===== src/sv/tgad_pkg.sv =====
// shared types and constants of the tga rle image decoder
package tgad_pkg;

    // result kinds
    localparam logic [1:0] KIND_HEADER = 2'd0;
    localparam logic [1:0] KIND_PIXEL  = 2'd1;
    localparam logic [1:0] KIND_ERROR  = 2'd2;

    // error codes
    localparam logic [1:0] ERR_NONE    = 2'd0;
    localparam logic [1:0] ERR_PATTERN = 2'd1;
    localparam logic [1:0] ERR_DEPTH   = 2'd2;

    // header layout
    localparam logic [4:0] HDR_TYPE_IDX  = 5'd2;
    localparam logic [4:0] HDR_PAT_LEN   = 5'd12;
    localparam logic [4:0] HDR_WIDTH_LO  = 5'd12;
    localparam logic [4:0] HDR_WIDTH_HI  = 5'd13;
    localparam logic [4:0] HDR_HEIGHT_LO = 5'd14;
    localparam logic [4:0] HDR_HEIGHT_HI = 5'd15;
    localparam logic [4:0] HDR_DEPTH_IDX = 5'd16;
    localparam logic [4:0] HDR_LAST_IDX  = 5'd17;

    localparam logic [7:0] TYPE_UNCOMP = 8'h02;
    localparam logic [7:0] TYPE_RLE    = 8'h0A;
    localparam logic [7:0] DEPTH_24    = 8'd24;
    localparam logic [7:0] DEPTH_32    = 8'd32;

    localparam logic [2:0] BPP_NONE = 3'd0;
    localparam logic [2:0] BPP_24   = 3'd3;
    localparam logic [2:0] BPP_32   = 3'd4;

    // pixel unit request: current decode state for one pixel byte
    typedef struct packed {
        logic [7:0]  data;
        logic [1:0]  byte_in_pixel;
        logic [2:0]  depth_bytes;
        logic [23:0] pixel_hold;
        logic        rle_mode;
        logic        packet_is_run;
        logic [7:0]  packet_left;
        logic [31:0] pixels_left;
    } t_pix_req;

    // pixel unit response
    typedef struct packed {
        logic        complete;
        logic [1:0]  byte_in_pixel;
        logic [23:0] pixel_hold;
        logic [7:0]  chan_first;
        logic [7:0]  chan_second;
        logic [7:0]  chan_third;
        logic [7:0]  chan_alpha;
        logic [7:0]  repeat_count;
        logic [7:0]  packet_left;
        logic [31:0] pixels_left;
        logic        packet_done;
        logic        image_done;
    } t_pix_rsp;

endpackage


===== src/sv/tgad_pixel.sv =====
// pixel assembly, channel swap and run-count bookkeeping for one data byte
module tgad_pixel import tgad_pkg::*; (
    input  t_pix_req i_req,
    output t_pix_rsp o_rsp
);

    logic [2:0] next_pos;
    logic [7:0] b0;
    logic [7:0] b2;
    logic [7:0] rep_raw;
    logic [7:0] rep;

    assign next_pos = {1'b0, i_req.byte_in_pixel} + 3'd1;

    always_comb begin
        o_rsp = '0;
        b0 = i_req.pixel_hold[7:0];
        b2 = i_req.pixel_hold[23:16];
        rep_raw = 8'd1;
        rep = 8'd1;
        o_rsp.complete = !((next_pos < i_req.depth_bytes) && (i_req.byte_in_pixel != 2'd3));
        o_rsp.packet_left = i_req.packet_left;
        o_rsp.pixels_left = i_req.pixels_left;
        o_rsp.pixel_hold = i_req.pixel_hold;

        if (!o_rsp.complete) begin
            case (i_req.byte_in_pixel)
                2'd0: o_rsp.pixel_hold[7:0] = i_req.data;
                2'd1: o_rsp.pixel_hold[15:8] = i_req.data;
                2'd2: o_rsp.pixel_hold[23:16] = i_req.data;
                default: o_rsp.pixel_hold = i_req.pixel_hold;
            endcase
            o_rsp.byte_in_pixel = next_pos[1:0];
        end else begin
            // last byte is alpha for 32-bit, else the third channel
            if (i_req.depth_bytes == BPP_32) begin
                o_rsp.chan_alpha = i_req.data;
            end else begin
                b2 = i_req.data;
            end
            o_rsp.chan_second = i_req.pixel_hold[15:8];
            o_rsp.pixel_hold = '0;
            o_rsp.byte_in_pixel = 2'd0;
            if (i_req.rle_mode) begin
                o_rsp.chan_first = b2;
                o_rsp.chan_third = b0;
                if (i_req.packet_is_run) begin
                    rep_raw = i_req.packet_left;
                    o_rsp.packet_left = 8'd0;
                end else if (i_req.packet_left != 8'd0) begin
                    o_rsp.packet_left = i_req.packet_left - 8'd1;
                end
            end else begin
                o_rsp.chan_first = b0;
                o_rsp.chan_third = b2;
            end
            // clamp to the pixels still owed by the image
            rep = (i_req.pixels_left < {24'd0, rep_raw}) ? i_req.pixels_left[7:0] : rep_raw;
            o_rsp.repeat_count = rep;
            o_rsp.pixels_left = i_req.pixels_left - {24'd0, rep};
            o_rsp.packet_done = i_req.rle_mode && (o_rsp.packet_left == 8'd0);
            o_rsp.image_done = (o_rsp.pixels_left == 32'd0);
        end
    end

endmodule


===== src/sv/tga_rle_image_decoder_core.sv =====
// top level of the tga image stream decoder (uncompressed and rle)
//
// input channel: one file byte per request on i_data_byte, with i_file_start
// marking header byte 0 and restarting the parser. i_in_valid / o_in_ready.
// output channel: at most one result per input byte: header, pixel run or
// error, with o_out_valid / i_out_ready.
// the 18-byte header gives a header result or an error on its last byte;
// then each pixel (uncompressed) or rle raw pixel gives one result with
// repeat count 1, and each rle run gives one result with its clamped count.
// a result is registered and shows on the outputs in the cycle after its byte is taken.
// throughput: one byte per cycle unless the receiver stalls; each byte is one pass
// through the parser logic into the state and result registers, one 16x16
// multiply at the header end included.
// when the receiver stalls, the result register holds and o_in_ready drops,
// so no byte is taken until the held result is taken, even a byte that
// would make no result.
// reset (synchronous, active low) puts the parser in the header phase with
// no result pending; after an error or the last pixel, bytes are dropped
// until i_file_start.
module tga_rle_image_decoder_core import tgad_pkg::*; (
    input  logic        i_clk,
    input  logic        i_rst_n,
    input  logic        i_in_valid,
    output logic        o_in_ready,
    input  logic [7:0]  i_data_byte,
    input  logic        i_file_start,
    output logic        o_out_valid,
    input  logic        i_out_ready,
    output logic [1:0]  o_kind,
    output logic [1:0]  o_error_code,
    output logic [15:0] o_image_width,
    output logic [15:0] o_image_height,
    output logic [2:0]  o_bytes_per_pixel,
    output logic [7:0]  o_chan_first,
    output logic [7:0]  o_chan_second,
    output logic [7:0]  o_chan_third,
    output logic [7:0]  o_chan_alpha,
    output logic [7:0]  o_repeat_count,
    output logic        o_last_of_image
);

    typedef enum logic [1:0] {
        PH_HEADER,
        PH_PACKET,
        PH_PIXEL,
        PH_IDLE
    } t_phase;

    t_phase      r_phase, n_phase, cur_phase;
    logic [4:0]  r_hdr_idx, n_hdr_idx, cur_hdr_idx;
    logic        r_hdr_ok, n_hdr_ok, cur_hdr_ok;
    logic        r_rle, n_rle, cur_rle;
    logic [15:0] r_width, n_width, cur_width;
    logic [15:0] r_height, n_height, cur_height;
    logic [2:0]  r_depth, n_depth, cur_depth;
    logic [31:0] r_pixels_left, n_pixels_left, cur_pixels_left;
    logic [7:0]  r_packet_left, n_packet_left, cur_packet_left;
    logic        r_is_run, n_is_run, cur_is_run;
    logic [1:0]  r_bip, n_bip, cur_bip;
    logic [23:0] r_hold, n_hold, cur_hold;

    logic        r_out_valid;
    logic        n_emit;
    logic [1:0]  r_kind, n_kind;
    logic [1:0]  r_err, n_err;
    logic [15:0] r_o_width, n_o_width;
    logic [15:0] r_o_height, n_o_height;
    logic [2:0]  r_bpp, n_bpp;
    logic [7:0]  r_c0, n_c0;
    logic [7:0]  r_c1, n_c1;
    logic [7:0]  r_c2, n_c2;
    logic [7:0]  r_ca, n_ca;
    logic [7:0]  r_rep, n_rep;
    logic        r_last, n_last;

    logic        accept;
    logic        empty_image;
    t_pix_req    pix_req;
    t_pix_rsp    pix_rsp;

    assign o_in_ready = !r_out_valid || i_out_ready;
    assign accept = i_in_valid && o_in_ready;

    // file_start makes this byte see the reset state
    assign cur_phase       = i_file_start ? PH_HEADER : r_phase;
    assign cur_hdr_idx     = i_file_start ? 5'd0 : r_hdr_idx;
    assign cur_hdr_ok      = i_file_start ? 1'b1 : r_hdr_ok;
    assign cur_rle         = i_file_start ? 1'b0 : r_rle;
    assign cur_width       = i_file_start ? 16'd0 : r_width;
    assign cur_height      = i_file_start ? 16'd0 : r_height;
    assign cur_depth       = i_file_start ? BPP_NONE : r_depth;
    assign cur_pixels_left = i_file_start ? 32'd0 : r_pixels_left;
    assign cur_packet_left = i_file_start ? 8'd0 : r_packet_left;
    assign cur_is_run      = i_file_start ? 1'b0 : r_is_run;
    assign cur_bip         = i_file_start ? 2'd0 : r_bip;
    assign cur_hold        = i_file_start ? 24'd0 : r_hold;

    assign empty_image = (cur_width == 16'd0) || (cur_height == 16'd0);

    assign pix_req.data          = i_data_byte;
    assign pix_req.byte_in_pixel = cur_bip;
    assign pix_req.depth_bytes   = cur_depth;
    assign pix_req.pixel_hold    = cur_hold;
    assign pix_req.rle_mode      = cur_rle;
    assign pix_req.packet_is_run = cur_is_run;
    assign pix_req.packet_left   = cur_packet_left;
    assign pix_req.pixels_left   = cur_pixels_left;

    tgad_pixel u_pixel (
        .i_req (pix_req),
        .o_rsp (pix_rsp)
    );

    always_comb begin
        n_phase       = cur_phase;
        n_hdr_idx     = cur_hdr_idx;
        n_hdr_ok      = cur_hdr_ok;
        n_rle         = cur_rle;
        n_width       = cur_width;
        n_height      = cur_height;
        n_depth       = cur_depth;
        n_pixels_left = cur_pixels_left;
        n_packet_left = cur_packet_left;
        n_is_run      = cur_is_run;
        n_bip         = cur_bip;
        n_hold        = cur_hold;
        n_emit        = 1'b0;
        n_kind        = KIND_HEADER;
        n_err         = ERR_NONE;
        n_o_width     = 16'd0;
        n_o_height    = 16'd0;
        n_bpp         = BPP_NONE;
        n_c0          = 8'd0;
        n_c1          = 8'd0;
        n_c2          = 8'd0;
        n_ca          = 8'd0;
        n_rep         = 8'd0;
        n_last        = 1'b0;

        case (cur_phase)
            PH_HEADER: begin
                if (cur_hdr_idx < HDR_PAT_LEN) begin
                    if (cur_hdr_idx == HDR_TYPE_IDX) begin
                        if (i_data_byte == TYPE_UNCOMP) begin
                            n_rle = 1'b0;
                        end else if (i_data_byte == TYPE_RLE) begin
                            n_rle = 1'b1;
                        end else begin
                            n_hdr_ok = 1'b0;
                        end
                    end else if (i_data_byte != 8'd0) begin
                        n_hdr_ok = 1'b0;
                    end
                end else if (cur_hdr_idx == HDR_WIDTH_LO) begin
                    n_width[7:0] = i_data_byte;
                end else if (cur_hdr_idx == HDR_WIDTH_HI) begin
                    n_width[15:8] = i_data_byte;
                end else if (cur_hdr_idx == HDR_HEIGHT_LO) begin
                    n_height[7:0] = i_data_byte;
                end else if (cur_hdr_idx == HDR_HEIGHT_HI) begin
                    n_height[15:8] = i_data_byte;
                end else if (cur_hdr_idx == HDR_DEPTH_IDX) begin
                    n_depth = (i_data_byte == DEPTH_24) ? BPP_24 :
                              ((i_data_byte == DEPTH_32) ? BPP_32 : BPP_NONE);
                end

                if (cur_hdr_idx < HDR_LAST_IDX) begin
                    n_hdr_idx = cur_hdr_idx + 5'd1;
                end else begin
                    n_emit = 1'b1;
                    if (!cur_hdr_ok || (cur_depth == BPP_NONE)) begin
                        n_phase = PH_IDLE;
                        n_kind  = KIND_ERROR;
                        n_err   = cur_hdr_ok ? ERR_DEPTH : ERR_PATTERN;
                    end else begin
                        n_pixels_left = 32'(cur_width) * 32'(cur_height);
                        n_packet_left = 8'd0;
                        n_is_run      = 1'b0;
                        n_bip         = 2'd0;
                        n_hold        = 24'd0;
                        if (empty_image) begin
                            n_phase = PH_IDLE;
                        end else begin
                            n_phase = cur_rle ? PH_PACKET : PH_PIXEL;
                        end
                        n_kind     = KIND_HEADER;
                        n_o_width  = cur_width;
                        n_o_height = cur_height;
                        n_bpp      = cur_depth;
                        n_last     = empty_image;
                    end
                end
            end

            PH_PACKET: begin
                // raw: low bits + 1 pixels; run: low bits + 1 repeats
                n_is_run      = i_data_byte[7];
                n_packet_left = {1'b0, i_data_byte[6:0]} + 8'd1;
                n_bip         = 2'd0;
                n_phase       = PH_PIXEL;
            end

            PH_PIXEL: begin
                n_bip  = pix_rsp.byte_in_pixel;
                n_hold = pix_rsp.pixel_hold;
                if (pix_rsp.complete) begin
                    n_packet_left = pix_rsp.packet_left;
                    n_pixels_left = pix_rsp.pixels_left;
                    if (pix_rsp.image_done) begin
                        n_phase = PH_IDLE;
                    end else if (pix_rsp.packet_done) begin
                        n_phase = PH_PACKET;
                    end
                    n_emit     = 1'b1;
                    n_kind     = KIND_PIXEL;
                    n_o_width  = cur_width;
                    n_o_height = cur_height;
                    n_bpp      = cur_depth;
                    n_c0       = pix_rsp.chan_first;
                    n_c1       = pix_rsp.chan_second;
                    n_c2       = pix_rsp.chan_third;
                    n_ca       = pix_rsp.chan_alpha;
                    n_rep      = pix_rsp.repeat_count;
                    n_last     = pix_rsp.image_done;
                end
            end

            default: begin
                n_phase = cur_phase;
            end
        endcase
    end

    always_ff @(posedge i_clk) begin
        if (!i_rst_n) begin
            r_phase       <= PH_HEADER;
            r_hdr_idx     <= 5'd0;
            r_hdr_ok      <= 1'b1;
            r_rle         <= 1'b0;
            r_width       <= 16'd0;
            r_height      <= 16'd0;
            r_depth       <= BPP_NONE;
            r_pixels_left <= 32'd0;
            r_packet_left <= 8'd0;
            r_is_run      <= 1'b0;
            r_bip         <= 2'd0;
            r_hold        <= 24'd0;
            r_out_valid   <= 1'b0;
        end else begin
            if (accept) begin
                r_phase       <= n_phase;
                r_hdr_idx     <= n_hdr_idx;
                r_hdr_ok      <= n_hdr_ok;
                r_rle         <= n_rle;
                r_width       <= n_width;
                r_height      <= n_height;
                r_depth       <= n_depth;
                r_pixels_left <= n_pixels_left;
                r_packet_left <= n_packet_left;
                r_is_run      <= n_is_run;
                r_bip         <= n_bip;
                r_hold        <= n_hold;
            end
            if (accept && n_emit) begin
                r_out_valid <= 1'b1;
            end else if (i_out_ready) begin
                r_out_valid <= 1'b0;
            end
        end
        if (accept && n_emit) begin
            r_kind     <= n_kind;
            r_err      <= n_err;
            r_o_width  <= n_o_width;
            r_o_height <= n_o_height;
            r_bpp      <= n_bpp;
            r_c0       <= n_c0;
            r_c1       <= n_c1;
            r_c2       <= n_c2;
            r_ca       <= n_ca;
            r_rep      <= n_rep;
            r_last     <= n_last;
        end
    end

    assign o_out_valid       = r_out_valid;
    assign o_kind            = r_kind;
    assign o_error_code      = r_err;
    assign o_image_width     = r_o_width;
    assign o_image_height    = r_o_height;
    assign o_bytes_per_pixel = r_bpp;
    assign o_chan_first      = r_c0;
    assign o_chan_second     = r_c1;
    assign o_chan_third      = r_c2;
    assign o_chan_alpha      = r_ca;
    assign o_repeat_count    = r_rep;
    assign o_last_of_image   = r_last;

`ifndef NO_ASSERTIONS
    // pixel phases always owe at least one pixel
    a_pixels_owed: assert property (@(posedge i_clk) disable iff (!i_rst_n)
        (r_phase == PH_PIXEL || r_phase == PH_PACKET) |-> (r_pixels_left != 32'd0))
        else $error("pixel phase with no pixels left");

    // byte position stays inside the pixel
    a_byte_pos: assert property (@(posedge i_clk) disable iff (!i_rst_n)
        (r_phase == PH_PIXEL) |-> ({1'b0, r_bip} < r_depth))
        else $error("byte position beyond pixel depth");

    // a pixel result always covers at least one pixel
    a_rep_nonzero: assert property (@(posedge i_clk) disable iff (!i_rst_n)
        (o_out_valid && o_kind == KIND_PIXEL) |-> (o_repeat_count != 8'd0))
        else $error("pixel result with zero repeat count");

    // an error result carries a code and no image fields
    a_error_fields: assert property (@(posedge i_clk) disable iff (!i_rst_n)
        (o_out_valid && o_kind == KIND_ERROR) |->
            (o_error_code != ERR_NONE && o_image_width == 16'd0 && o_repeat_count == 8'd0))
        else $error("malformed error result");
`endif

endmodule

===== config.mk =====
export PLATFORM = sky130hd
export DESIGN_NAME = tga_rle_image_decoder_core
export DESIGN_NICKNAME = d
export VERILOG_FILES = /design/src/sv/tgad_pkg.sv /design/src/sv/tgad_pixel.sv /design/src/sv/tga_rle_image_decoder_core.sv
export SDC_FILE = /design/constraint.sdc
export NUM_CORES = 1
export LEC_CHECK = 0
export BUFFER_PORTS_ARGS = -buffer_cell sky130_fd_sc_hd__buf_2
export CORE_UTILIZATION = 55
export CTS_CLUSTER_DIAMETER = 50
export CTS_CLUSTER_SIZE = 24
export DETAILED_ROUTE_END_ITERATION = 8
export PLACE_DENSITY = 0.8
export SYNTH_ARGS = -nofsm -noshare
export SYNTH_HDL_FRONTEND = slang
export SYNTH_SLANG_ARGS = --single-unit

===== constraint.sdc =====
create_clock -name i_clk -period 10.7 [get_ports i_clk]
set_input_delay 1.605 -clock i_clk [delete_from_list [all_inputs] [get_ports i_clk]]
set_output_delay 1.605 -clock i_clk [all_outputs]
set_load 0.005 [all_outputs]

==> flow_summary.yaml <==
clock_network:
  cts_resized: 0
  cts_tree: "done"
  cts_buffers: 17
  cts_max_path_buffers: 2
  cts_hold_buffers: 0
  postCtsSetupRepairBufs: 0
  clock-sinks: 192
  clk-insertion-delay-late_ns: 0.45
  cts_root_buffer: "clkbuf_16"
  path_clk_slew_ns: 0.08
  h-tree-depth: 4
setup_path:
  criticalPathCategory: "in -> reg"
  path_max_fanout: 29
  arrival_ns: 8.84
  crit_path_start: "i_file_start"
  reg2reg_depth: 27
  cp_data_required_time_ns: 11.08
  cp-start-kind: "input pin"
  rr_startpoint: "r_height[4]"
  crit_path_end_kind: "flop"
logic_synthesis:
  ys_warn_count: 0
  yosys.area.top_type: "fa_1"
  synthCells: 2270
  synthArstFlopShare: 0
  yosysMostFrequentCell: "nand2_1"
  yosysUniqueCellTypes: 92
  synth_area_per_cell_um2: 8.58
  synth_area_leaders: "fa_1 20%, edfxtp_1 12%, dfxtp_1 12%"
  synth_area_mm2: 0.0195
  synth_seq_cells: 192
  synth_ff_type: "dfxtp_1"
  syn-num-nets: 2613
  ys_top_cells_by_count: "281 x nand2_1, 263 x inv_1, 194 x fa_1"
  synth_enable_flop_cells: 80
  ys_seq_area_frac: 0.239
  synth_top_cell_area_share: 0.199
hold_path:
  min_from: "r_height[5]"
  hold_path.class: "reg -> reg"
  min_path_cells: 2
power:
  p_sw_mw: 0.589
  switching_share: 0.324
  p_per_area_mw_per_mm2: 87.3
  seq_power_share: 0.436
  leakage_nw: 8.88
  comb_power_share: 0.207
  p_clk_frac: 0.357
  power_mw: 1.82
  p_int_mw: 1.23
  peakVddDrop_uv: 126
final_layout:
  fin_area_mm2: 0.0208
  antenna_cells: 0
  drive_above_1_share: 0.0857
  final-instance-count-excl-fill: 2743
  area_growth_syn_to_layout_pct: 7.04
  final_util: 0.600
  final_net_count: 2618
sta:
  tightest_slew_ns: 1.24
  slew_violations: 0
  setup_tns_ns: 0
  timing.hold.ws_ns: 0.476
  min_period_ns: 8.46
  skew_ns: 0.0157
  setup_violations: 0
  slew_headroom: 0.171
  setup_ws_ns: 2.24
  fmax_ghz: 0.118
  period_share: 0.791
  finalHoldViolations: 0
  rsz0062_at_grt: "no"
routing:
  drt_pre_antenna_iters: 8
  ant_nets: 0
  vias_per_cell: 6.21
  route.detailed.drc: 0
  post_drt_wl_per_cell_um: 20.1
  drt_iter0_drc: 1837
  wl_mm: 55.0
  vias: 17000
run_status:
  status: "finished, final reports clean"
floorplan:
  fp.coreArea_mm2: 0.0347
  rows: 68
  start_util: 0.561
  die_area_mm2: 0.0362
  die_y_um: 190
  dieWidth_um: 190
  ios: 95
grt:
  grt_pass1_vias: 16800
  grt_usage: 0.311
  antenna_found_initial: 0
  grt_start_max_net_pins: 118
  grt_first_pass_wirelength_mm: 88.6
  grt_overflow_total: 0
placement:
  place_inst: 2711
  post-place-ws_ns: 1.73
  place_hpwl_mm: 40.0
  place_area_mm2: 0.0202
  io_buffers: 94
  gp_congestion: 0.964
run:
  drv_cap: 0
power groups by stage:
stage	combinational, mW	clock, mW	sequential [mW]
finish	0.377	0.650	0.793
global route	0.407	0.678	0.795
CTS	0.368	0.650	0.793
detailed placement	0.367	0	0.809
global placement	0.361	0	0.809
floorplan	0.267	0	0.805
cells by family (layout without fill, tap and decap cells):
family / count (synthesis) / count (layout) / share of synthesized area
xor+xnor: 42 / 42 / 0.0189
flops: 192 / 192 / 0.239
fa+ha+maj: 330 / 330 / 0.287
compound gates: 438 / 438 / 0.149
buf+inv: 407 / 425 / 0.0791
mux: 8 / 8 / 0.00418
simple gates: 853 / 853 / 0.223
metal layers:
layer  GRT usage  share of wire  wire (um)  vias to the layer above
li1            -              -          -                     7631
met1       0.398           0.39      21300                     8254
met2       0.518           0.48      26300                      966
met3      0.0509          0.095       5210                      196
met4       0.142          0.042       2310                        0
met5           0              0          0                        -
critical path: stages:
cell and delay [ns]:
buf_4 0.22, nor2b_1 0.60, buf_4 0.30, nand2_1 0.09, fa_1 0.57, inv_1 0.05
fa_1 0.47, inv_1 0.05, fa_1 0.50, inv_1 0.06, fa_1 0.54, inv_1 0.05
fa_1 0.48, inv_1 0.05, fa_1 0.44, ha_1 0.36, a21oi_1 0.21, o21ai_0 0.12
a21oi_1 0.30, nand2_1 0.09, a2111o_1 0.44, a31oi_1 0.29, o21ai_0 0.11, a21oi_1 0.22
o21ai_0 0.14, xor2_1 0.16, o211ai_1 0.10, a21boi_0 0.18
placed cells by master (no fill, tap or decap), drive strengths merged, types with 26 or more instances in the layout:
cell and instances:
nor2b 99, inv 271, a22oi 65, nor4 26, buf 130, nand3 34, nor3 44, fa 194
dfxtp 112, o21ai 99, ha 136, and3 36, a211oi 27, nor2 126, edfxtp 80, and2 137
a21oi 91, nand2 281
cell type report:
cell class,count,area (um^2)
Clock buffer,18,450
Clock inverter,14,138
Fill cell,2889,13900
Inverter,263,987
Multi-Input combinational cell,1671,13300
Sequential cell,192,4640
Tap cell,455,569
Timing Repair Buffer,130,743
state kept, by name (all words and copies together) (netlist names), 16 cells and up:
name and flops:
r_pixels_left 32, r_height 16, o_image_height 16, o_image_width 16, r_hold 24, r_width 16
path summary, 6_finish.rpt:
| check | endpoint | slack (ns) |
|---|---|---|
| max | r_pixels_left[30] | 2.24 |
| min | r_height[5] | 0.48 |
| max reg2reg | r_pixels_left[30] | 3.29 |
| min reg2reg | r_height[5] | 0.48 |
(Power assumes the default switching activity.)
